## src/hdl/bct_pkg.sv

```systemverilog
`default_nettype none

package bct_pkg;

    // field widths
    localparam int ACTION_W  = 2;
    localparam int BYTE_W    = 8;
    localparam int REQ_W     = 2;
    localparam int RESULT_W  = 3;
    localparam int POLL_W    = 6;
    localparam int RETRY_W   = 4;
    localparam int CFG_IDX_W = 1;
    localparam int CFG_DAT_W = 6;

    // action codes
    localparam logic [ACTION_W-1:0] ACT_START   = 2'd0;
    localparam logic [ACTION_W-1:0] ACT_REPLY   = 2'd1;
    localparam logic [ACTION_W-1:0] ACT_TIMEOUT = 2'd2;

    // send request codes
    localparam logic [REQ_W-1:0] REQ_NONE  = 2'd0;
    localparam logic [REQ_W-1:0] REQ_CMD   = 2'd1;
    localparam logic [REQ_W-1:0] REQ_QUERY = 2'd2;

    // result codes
    localparam logic [RESULT_W-1:0] RES_OK          = 3'd0;
    localparam logic [RESULT_W-1:0] RES_BUSY        = 3'd1;
    localparam logic [RESULT_W-1:0] RES_CMDERR      = 3'd2;
    localparam logic [RESULT_W-1:0] RES_ADDRERR     = 3'd3;
    localparam logic [RESULT_W-1:0] RES_TIMEOUT     = 3'd4;
    localparam logic [RESULT_W-1:0] RES_UNCONFIRMED = 3'd5;

    // configuration register indexes
    localparam logic [CFG_IDX_W-1:0] CFG_BUSY_LIMIT  = 1'd0;
    localparam logic [CFG_IDX_W-1:0] CFG_RETRY_LIMIT = 1'd1;

    // protocol bytes and reset values
    localparam logic [BYTE_W-1:0]  QUERY_CODE      = 8'd222;
    localparam logic [BYTE_W-1:0]  STATUS_ACCEPTED = 8'd1;
    localparam logic [BYTE_W-1:0]  STATUS_BUSY     = 8'd3;
    localparam logic [POLL_W-1:0]  BUSY_LIMIT_RST  = 6'd30;
    localparam logic [RETRY_W-1:0] RETRY_LIMIT_RST = 4'd2;

endpackage

`default_nettype wire

```

## src/hdl/bus_command_transaction.sv

```systemverilog
// Master side of a two-phase bus command, one event in, one result beat out.
// Input channel (i_in_valid / o_in_ready) carries events: start a command,
// a reply received from the board, or no reply within the timeout.
// Output channel (o_out_valid / i_out_ready) carries one result beat per
// event: what to send next (command frame or execute-status query, and
// whether to delay it), the final verdict with done set, or neither for an ignored event.
// Configuration: i_cfg_wr_en writes i_cfg_data into register i_cfg_index
// (0 busy poll limit, 1 error retry limit); write only while idle.
// The result beat is registered: it is valid in the cycle after the event is accepted.
// Throughput: one event per cycle while results drain; the whole decision is a
// single pass of compare-and-select logic between the event and the result register.
// When the receiver stalls, a new event is still taken in the same cycle
// that the waiting result is taken; otherwise o_in_ready drops until the
// result register drains.
// Reset (synchronous, active low) returns to idle, clears the target and
// held reply bytes and the poll counter, empties the result register and
// loads the limits with 30 and 2.
`default_nettype none

module bus_command_transaction (
    input  wire                                 i_clk,
    input  wire                                 i_rst_n,
    // configuration
    input  wire                                 i_cfg_wr_en,
    input  wire  [bct_pkg::CFG_IDX_W-1:0]       i_cfg_index,
    input  wire  [bct_pkg::CFG_DAT_W-1:0]       i_cfg_data,
    // event channel
    input  wire                                 i_in_valid,
    output logic                                o_in_ready,
    input  wire  [bct_pkg::ACTION_W-1:0]        i_action,
    input  wire  [bct_pkg::BYTE_W-1:0]          i_board_addr,
    input  wire  [bct_pkg::BYTE_W-1:0]          i_command_code,
    input  wire  [bct_pkg::BYTE_W-1:0]          i_reply_addr,
    input  wire  [bct_pkg::BYTE_W-1:0]          i_reply_command,
    input  wire  [bct_pkg::BYTE_W-1:0]          i_reply_status,
    // result channel
    output logic                                o_out_valid,
    input  wire                                 i_out_ready,
    output logic [bct_pkg::REQ_W-1:0]           o_send_request,
    output logic                                o_send_delayed,
    output logic                                o_done_res,
    output logic [bct_pkg::RESULT_W-1:0]        o_result_code
);

    localparam logic [1:0] PH_IDLE     = 2'd0;
    localparam logic [1:0] PH_WAIT_ACK = 2'd1;
    localparam logic [1:0] PH_POLL     = 2'd2;

    logic [bct_pkg::POLL_W-1:0]   r_busy_limit;
    logic [bct_pkg::RETRY_W-1:0]  r_retry_limit;

    logic [1:0]                   r_phase,       n_phase;
    logic [bct_pkg::BYTE_W-1:0]   r_target_addr, n_target_addr;
    logic [bct_pkg::BYTE_W-1:0]   r_target_cmd,  n_target_cmd;
    logic [bct_pkg::POLL_W-1:0]   r_poll_count,  n_poll_count;
    logic [bct_pkg::BYTE_W-1:0]   r_held_addr,   n_held_addr;
    logic [bct_pkg::BYTE_W-1:0]   r_held_cmd,    n_held_cmd;
    logic [bct_pkg::BYTE_W-1:0]   r_held_status, n_held_status;

    logic                         r_out_valid;
    logic [bct_pkg::REQ_W-1:0]    r_send_request, n_send_request;
    logic                         r_send_delayed, n_send_delayed;
    logic                         r_done_res,     n_done_res;
    logic [bct_pkg::RESULT_W-1:0] r_result_code,  n_result_code;

    logic                         in_beat;
    logic [bct_pkg::RESULT_W-1:0] verdict;
    logic                         held_busy;

    // result register can take a new beat when empty or draining
    assign o_in_ready = !r_out_valid || i_out_ready;
    assign in_beat    = i_in_valid && o_in_ready;

    // held reply seen by this event (a reply outside idle overwrites it first)
    always_comb begin
        n_held_addr   = r_held_addr;
        n_held_cmd    = r_held_cmd;
        n_held_status = r_held_status;
        if (i_action == bct_pkg::ACT_REPLY && r_phase != PH_IDLE) begin
            n_held_addr   = i_reply_addr;
            n_held_cmd    = i_reply_command;
            n_held_status = i_reply_status;
        end
    end

    assign held_busy = (n_held_status == bct_pkg::STATUS_BUSY);

    // final verdict after polling
    always_comb begin
        if (held_busy) begin
            verdict = bct_pkg::RES_BUSY;
        end else if (n_held_addr != r_target_addr) begin
            verdict = bct_pkg::RES_ADDRERR;
        end else if (n_held_cmd == bct_pkg::QUERY_CODE) begin
            verdict = bct_pkg::RES_OK;
        end else begin
            verdict = bct_pkg::RES_UNCONFIRMED;
        end
    end

    // transaction decision for one event
    always_comb begin
        n_phase        = r_phase;
        n_target_addr  = r_target_addr;
        n_target_cmd   = r_target_cmd;
        n_poll_count   = r_poll_count;
        n_send_request = bct_pkg::REQ_NONE;
        n_send_delayed = 1'b0;
        n_done_res     = 1'b0;
        n_result_code  = bct_pkg::RES_OK;
        priority if (i_action == bct_pkg::ACT_START) begin
            n_target_addr  = i_board_addr;
            n_target_cmd   = i_command_code;
            n_poll_count   = '0;
            n_phase        = PH_WAIT_ACK;
            n_send_request = bct_pkg::REQ_CMD;
        end else if (i_action != bct_pkg::ACT_REPLY && i_action != bct_pkg::ACT_TIMEOUT) begin
            // unused action code: nothing to do
        end else if (r_phase == PH_WAIT_ACK) begin
            if (i_action == bct_pkg::ACT_TIMEOUT) begin
                n_phase       = PH_IDLE;
                n_done_res    = 1'b1;
                n_result_code = bct_pkg::RES_TIMEOUT;
            end else if (n_held_addr != r_target_addr) begin
                n_phase       = PH_IDLE;
                n_done_res    = 1'b1;
                n_result_code = bct_pkg::RES_ADDRERR;
            end else if (n_held_cmd != r_target_cmd
                         || n_held_status != bct_pkg::STATUS_ACCEPTED) begin
                n_phase       = PH_IDLE;
                n_done_res    = 1'b1;
                n_result_code = bct_pkg::RES_CMDERR;
            end else begin
                n_phase        = PH_POLL;
                n_poll_count   = '0;
                n_send_request = bct_pkg::REQ_QUERY;
                n_send_delayed = held_busy;
            end
        end else if (r_phase == PH_POLL) begin
            if ((i_action == bct_pkg::ACT_REPLY && held_busy && r_poll_count < r_busy_limit)
                || (i_action == bct_pkg::ACT_TIMEOUT
                    && r_poll_count < bct_pkg::POLL_W'(r_retry_limit))) begin
                n_poll_count   = r_poll_count + bct_pkg::POLL_W'(1);
                n_send_request = bct_pkg::REQ_QUERY;
                n_send_delayed = held_busy;
            end else begin
                n_phase       = PH_IDLE;
                n_done_res    = 1'b1;
                n_result_code = verdict;
            end
        end else begin
            // idle: replies and timeouts are ignored
        end
    end

    // configuration registers
    always_ff @(posedge i_clk) begin
        if (!i_rst_n) begin
            r_busy_limit  <= bct_pkg::BUSY_LIMIT_RST;
            r_retry_limit <= bct_pkg::RETRY_LIMIT_RST;
        end else if (i_cfg_wr_en) begin
            unique case (i_cfg_index)
                bct_pkg::CFG_BUSY_LIMIT:  r_busy_limit  <= i_cfg_data;
                bct_pkg::CFG_RETRY_LIMIT: r_retry_limit <= i_cfg_data[bct_pkg::RETRY_W-1:0];
                default: ;
            endcase
        end
    end

    // transaction state
    always_ff @(posedge i_clk) begin
        if (!i_rst_n) begin
            r_phase       <= PH_IDLE;
            r_target_addr <= '0;
            r_target_cmd  <= '0;
            r_poll_count  <= '0;
            r_held_addr   <= '0;
            r_held_cmd    <= '0;
            r_held_status <= '0;
        end else if (in_beat) begin
            r_phase       <= n_phase;
            r_target_addr <= n_target_addr;
            r_target_cmd  <= n_target_cmd;
            r_poll_count  <= n_poll_count;
            r_held_addr   <= n_held_addr;
            r_held_cmd    <= n_held_cmd;
            r_held_status <= n_held_status;
        end
    end

    // result register valid
    always_ff @(posedge i_clk) begin
        if (!i_rst_n) begin
            r_out_valid <= 1'b0;
        end else if (o_in_ready) begin
            r_out_valid <= i_in_valid;
        end
    end

    // result register payload
    always_ff @(posedge i_clk) begin
        if (in_beat) begin
            r_send_request <= n_send_request;
            r_send_delayed <= n_send_delayed;
            r_done_res     <= n_done_res;
            r_result_code  <= n_result_code;
        end
    end

    assign o_out_valid    = r_out_valid;
    assign o_send_request = r_send_request;
    assign o_send_delayed = r_send_delayed;
    assign o_done_res     = r_done_res;
    assign o_result_code  = r_result_code;

    // a finished beat never asks for a send
    a_done_no_send: assert property (@(posedge i_clk) disable iff (!i_rst_n)
        o_out_valid && o_done_res |-> o_send_request == bct_pkg::REQ_NONE)
        else $error("done beat carries a send request");

    // result code only meaningful with done
    a_code_with_done: assert property (@(posedge i_clk) disable iff (!i_rst_n)
        o_out_valid && !o_done_res |-> o_result_code == bct_pkg::RES_OK)
        else $error("result code set without done");

    // a start beat yields a command frame request next cycle
    a_start_sends_cmd: assert property (@(posedge i_clk) disable iff (!i_rst_n)
        in_beat && i_action == bct_pkg::ACT_START
        |=> o_out_valid && o_send_request == bct_pkg::REQ_CMD && r_phase == PH_WAIT_ACK)
        else $error("start did not issue a command frame");

    // finishing returns the transaction to idle
    a_done_goes_idle: assert property (@(posedge i_clk) disable iff (!i_rst_n)
        in_beat |=> !o_done_res || r_phase == PH_IDLE)
        else $error("transaction finished but not idle");

    // a delayed send only goes with a query
    a_delay_on_query: assert property (@(posedge i_clk) disable iff (!i_rst_n)
        o_out_valid && o_send_delayed |-> o_send_request == bct_pkg::REQ_QUERY)
        else $error("delay flagged without a query");

endmodule

`default_nettype wire

```

## config.mk

```make
export PLATFORM = sky130hd
export DESIGN_NAME = bus_command_transaction
export DESIGN_NICKNAME = d
export VERILOG_FILES = /design/src/hdl/bct_pkg.sv /design/src/hdl/bus_command_transaction.sv
export SDC_FILE = /design/constraint.sdc
export NUM_CORES = 1
export LEC_CHECK = 0
export BUFFER_PORTS_ARGS = -buffer_cell sky130_fd_sc_hd__clkbuf_2
export CORE_MARGIN = 1
export CORE_UTILIZATION = 36
export DETAILED_ROUTE_END_ITERATION = 10
export SLEW_MARGIN = 20
export SYNTH_ARGS = -nofsm -noshare
export SYNTH_HDL_FRONTEND = slang
export SYNTH_SLANG_ARGS = --single-unit
```

## constraint.sdc

```tcl
create_clock -name i_clk -period 4.3 [get_ports i_clk]
set_clock_uncertainty 0.2 [all_clocks]
set_input_delay 0.43 -clock i_clk [delete_from_list [all_inputs] [get_ports i_clk]]
set_output_delay 0.43 -clock i_clk [all_outputs]
set_load 0.005 [all_outputs]
```

Yosys cells after proc, flatten, opt, wreduce, memory -nomap -nowiden
Index checks and enable logic that the tools add are counted.

Bits of input ports: 54. Logic and storage cells: 99. Output and inout bits: 9. Bits in registers: 66.

Magnitude comparators: 2. Equality and inequality tests: 16. Multiplexer cells: 44. Bitwise gates (word level): 1. $add $sub $neg: 1. Reduce and logical (&&, ||, !) cells: 20.

Operators by type and width (count): 6-bit two-way mux (8); 2-bit two-way mux (13); 8-bit two-way mux (3); 3-bit two-way mux (7); 8-bit inequality test (2); 1-bit two-way mux (13); 3-bit inequality test (second input constant) (4); 8-bit by 2-bit == test with 1-bit output (second input constant) (1); 8-bit == test (second input constant) (1); 8-bit by 1-bit inequality test with 1-bit output (second input constant) (1); 7-bit AND reduction (1); 6-bit by 1-bit adder with 6-bit output (second input constant) (1); 1-bit logical AND (6); 6-bit by 4-bit < comparator with 1-bit output (1); 6-bit < comparator (1); 2-bit AND reduction (3); 3-bit nonzero test (2); 2-bit by 1-bit == test with 1-bit output (second input constant) (2); 2-bit == test (second input constant) (2); 2-bit inequality test (second input constant) (2); 4-bit AND reduction (1); 1-bit logical OR (3); 2-bit zero test (1); 2-bit by 1-bit inequality test with 1-bit output (second input constant) (1); 4 further kinds (4).

Logic depth before layout (Yosys ltp)
Depth after elaboration: 12. Mapped depth: 11. Gate-level depth less buffers: 9.

Least setup slack after synthesis
OpenSTA, ideal clock, no wires.

Path type: input -> register. From: input i_action[1] in the netlist's numbering. To: register r_done_res, in the netlist o_done_res (data pin). Arrival time: 2.188 ns. Path slack: 1.658 ns. Stages: 9. Buffers on the path: 1. Required time: 3.846 ns. Library setup time: 0.254 ns. Cell sequence: inv_1 > ha_1 > o21a_4 > buf_2 > o21ai_1 > a2111oi_0 > nand4_1 > o21a_1 > o21a_1.

Cells in the longest elaborated chain, start to end: 10. Elaborated cells between the ends (all ways): 26. Classes of those cells: eq/ne (8); mux (9); reduce/logical (9).

RTL lines: from (decl) (line bus_command_transaction.sv:30) `input wire [bct_pkg::ACTION_W-1:0] i_action,`; 2-bit by 1-bit == test with 1-bit output (line bus_command_transaction.sv:79, bus_command_transaction.sv:140); 1-bit logical AND (line bus_command_transaction.sv:79) `if (i_action == bct_pkg::ACT_REPLY && r_phase != PH_IDLE) begin`; 8-bit two-way mux (line bus_command_transaction.sv:79); 8-bit by 2-bit == test with 1-bit output (line bus_command_transaction.sv:86) `assign held_busy = (n_held_status == bct_pkg::STATUS_BUSY);`; 1-bit logical AND (2 in series) (line bus_command_transaction.sv:140) `if ((i_action == bct_pkg::ACT_REPLY && held_busy && r_poll_count < r_busy_limit)`; 1-bit logical OR (line bus_command_transaction.sv:141) `|| (i_action == bct_pkg::ACT_TIMEOUT`; 1-bit two-way mux (line bus_command_transaction.sv:140); 1-bit two-way mux (line bus_command_transaction.sv:139) `end else if (r_phase == PH_POLL) begin`; 1-bit two-way mux (line bus_command_transaction.sv:119) `end else if (r_phase == PH_WAIT_ACK) begin`; to (signal assigned) (line bus_command_transaction.sv:205) `r_done_res <= n_done_res;`; to (decl) (line bus_command_transaction.sv:63) `logic r_done_res, n_done_res;`.

Parallel ways exist; a longest one is shown, timed or not. A chain may end at the register's enable or synchronous reset.

Final worst setup path
From: input i_action[1] in the netlist's numbering. To: register r_result_code (netlist bit o_result_code[0]) (data pin).

Cells in the longest elaborated chain, start to end: 10. Elaborated cells between the ends (all ways): 26. Classes of those cells: eq/ne (7); mux (11); reduce/logical (8).

RTL lines: 2-bit by 1-bit == test with 1-bit output (line bus_command_transaction.sv:79, bus_command_transaction.sv:140); 1-bit logical AND (line bus_command_transaction.sv:79); 8-bit two-way mux (line bus_command_transaction.sv:79); 8-bit == test / 8-bit by 2-bit == test with 1-bit output (equally long branches) (line bus_command_transaction.sv:94, bus_command_transaction.sv:86); 3-bit two-way mux / 1-bit logical AND (equally long branches) (line bus_command_transaction.sv:94, bus_command_transaction.sv:140); 3-bit two-way mux / 1-bit logical AND (equally long branches) (line bus_command_transaction.sv:92, bus_command_transaction.sv:140); 3-bit two-way mux / 1-bit logical OR (equally long branches) (line bus_command_transaction.sv:90, bus_command_transaction.sv:141); 3-bit two-way mux (line bus_command_transaction.sv:140); 3-bit two-way mux (line bus_command_transaction.sv:139); 3-bit two-way mux (line bus_command_transaction.sv:119); to (signal assigned) (line bus_command_transaction.sv:206) `r_result_code <= n_result_code;`; to (decl) (line bus_command_transaction.sv:64) `logic [bct_pkg::RESULT_W-1:0] r_result_code, n_result_code;`.

Parallel ways exist; a longest one is shown, timed or not.

==> impl_metrics.toml <==
[final_layout]
multi_input_area_um2 = 1850
drive_gt1_share_pct = 16.8
area.growth.synth_to_final_pct = 16.1
stdcell_count = 604
nFillCells = 961
area.sequential_um2 = 1390
diodes = 0
final_util_pct = 43.1
stdcell_area_um2 = 3960
finalNetCount = 556

[timing]
setup_viol_count_final = 0
period_needed_ns = 2.87
tightest_slew_ns = 0.940
finalCritPeriodShare_pct = 66.8
hold_viol = 0
max_freq_ghz = 0.348
rsz0062_at_grt = "no"
slew_headroom_pct = 37.2
slew_violations = 0
finalSetupTns_ns = 0

[synthesis]
synth.area.top_cells = "dfxtp_1, nand2_1, a21oi_1"
yosysWarnings = 0
synth-seq-area-share_pct = 40.8
synth_cells = 432
synth.top_cell.area_share_pct = 34.6
ys_types = 49
synthArstFlopShare_pct = 0
yosysTopAreaCell = "dfxtp_1"
yosys-top-cells-count = "nand2_1, dfxtp_1, a21oi_1"
avgSynthCellArea_um2 = 7.90
ys.flop_type = "dfxtp_1"
synth_top_family_by_area = "simple AND/OR/NAND/NOR gates"
synth_most_common_cell = "nand2_1"
syn_nets = 499
synth_compound_area_share_pct = 19.8
synth_area_um2 = 3410
synth_fa_ha_area_share_pct = 4.77
synth_mux_area_share_pct = 3.23
synth-simple-area-share_pct = 24.5
synth_edf_count = 7
synth-xor-area-share_pct = 1.80
ys_seq_elements = 66

[hold_path]
hold_class = "in -> reg"

[setup_path]
worstSetupPathType = "in -> reg"
worst_ep_required_time_ns = 4.19
critPathArrivalTime_ns = 2.76
setup.worst_path.end_class = "flop"
worstPathMaxFanout = 22
worstSetupStartpointType = "input port"

[clock_network]
cts_buffers = 9
ctsHoldBuffers = 0
cts_sinks = 66
clock_latency_ns = 0.34
cts.path.max_buffers = 2
cts.reportedPaths.clkPinSlew_ns = 0.08
cts_tree = "yes"
postCtsSetupBuffers = 0
htreeDepth = 3
cts_resized = 0
cts_root_buffer = "clkbuf_8"

[pwr]
ir_drop_mv = 0.145
powerDensity_nw_per_um2 = 313
p_leak_nw = 1.56

[place]
io_buffers = 62
dp_cells = 589
hpwl_um = 6200
dpl_cell_area_um2 = 3800
place.gp.congestion = 0.894

[global_route]
busiest_layer = "met2"
grt_pass1_vias = 2912
grt_pass1_wl_um = 14100
grt_max_degree = 55
met3_usage_pct = 4.78
met2_usage_pct = 28.5
overflow = 0
grt.total_usage_pct = 18.0
met1_usage_pct = 24.2
antenna_found_initial = 0

[detailed_routing]
drt_first_pass_iters = 4
ant_nets = 0
wl_um = 8380
drc = 0
vias_per_cell = 5.14
first_iter_violations = 127
route.vias.total = 3104
wl_per_cell_um = 13.9

[floorplan]
dieArea_um2 = 9870
rows = 35
floorplan.initialDensity_pct = 37.1
die_x_um = 99.4
core_area_um2 = 9200
ioPinCount = 63
die_h_um = 99.4

[status]
status = "finished, final reports clean"

[run]
drv_cap = 0
[critical path: stages]
cell       delay (ns)
clkbuf_2         0.10
inv_1            0.07
ha_1             0.24
o21a_4           0.36
nand2_1          0.09
and3_1           0.18
a2111oi_0        0.35
nand4_1          0.44
o31ai_1          0.38
a21boi_0         0.12
[metal layers]
layer  up-vias  routed length, um
li1       1620                  -
met1      1419               4150
met2        54               3770
met3        11                361
met4         0                104
met5         -                  0
[where the power goes]
| group | leakage, nW | internal [mW] | switching, mW |
|---|---|---|---|
| clock network | 0.0922 | 0.220 | 0.239 |
| registers | 0.549 | 0.638 | 0.0101 |
| logic | 0.919 | 0.0529 | 0.0789 |
| total | 1.56 | 0.911 | 0.328 |
[logic make-up (layout without fill, tap and decap cells)]
logic type               after synthesis  in the layout
AO/OA/AOI/OAI                        110            110
adder cells (fa/ha/maj)               13             13
multiplexers                          11             11
buffers and inverters                 44            105
XOR/XNOR                               7              7
AND/OR/NAND/NOR                      181            181
flip-flops                            66             66
[final timing paths]
check,from,endpoint,slack (ns),cells past startpoint
hold / removal,i_cfg_data[5],r_busy_limit[5]$_SDFFE_PN0P_,0.10,3
setup reg to reg,r_phase[0]$_SDFFE_PN0P_,o_result_code[0]$_SDFFCE_PP0P_,1.48,7
setup / recovery,i_action[1],o_result_code[0]$_SDFFCE_PP0P_,1.43,10
hold reg to reg,r_retry_limit[0]$_SDFFE_PN0P_,r_retry_limit[0]$_SDFFE_PN0P_,0.26,2
[flip-flops by register name, indices dropped and copies added (netlist names)]
signal	count
r_target_cmd	8
o_send_delayed	1
r_held_addr	8
o_result_code	3
r_target_addr	8
o_send_request	2
r_retry_limit	4
r_held_status	8
r_busy_limit	6
o_out_valid	1
o_done_res	1
r_phase	2
r_poll_count	6
r_held_cmd	8
[cells in the final DEF (no fill, tap or decap), drive strengths merged, types with 9 or more instances in the layout]
cell and n:
nand3 9, a21oi 58, ha 13, nand2 112, nor2 11, o21ai 10, dfxtp 59, clkbuf 72
nand2b 9, mux2i 11, inv 28
[area by class of cell]
class                   instances  share of cell area [%]
inverters                      27                    2.56
well taps                     111                    3.50
clock buffers                  10                    3.47
repair buffers                 63                    8.02
clock inverters                 5                   0.758
flip-flops and latches         66                    35.1
multi-input cells             322                    46.6
[metrics by stage]
step / total power [mW] / hold WS [ns] / setup WS (ns)
after floorplan: 0.737 / 0.236 / 1.66
after global placement: 0.793 / 0.244 / 1.14
after detailed placement: 0.795 / 0.250 / 1.12
after CTS: 1.25 / 0.0965 / 1.48
after global routing: 1.30 / 0.0973 / 1.14
final: 1.24 / 0.102 / 1.43
Power figures use the tool's default switching activity.
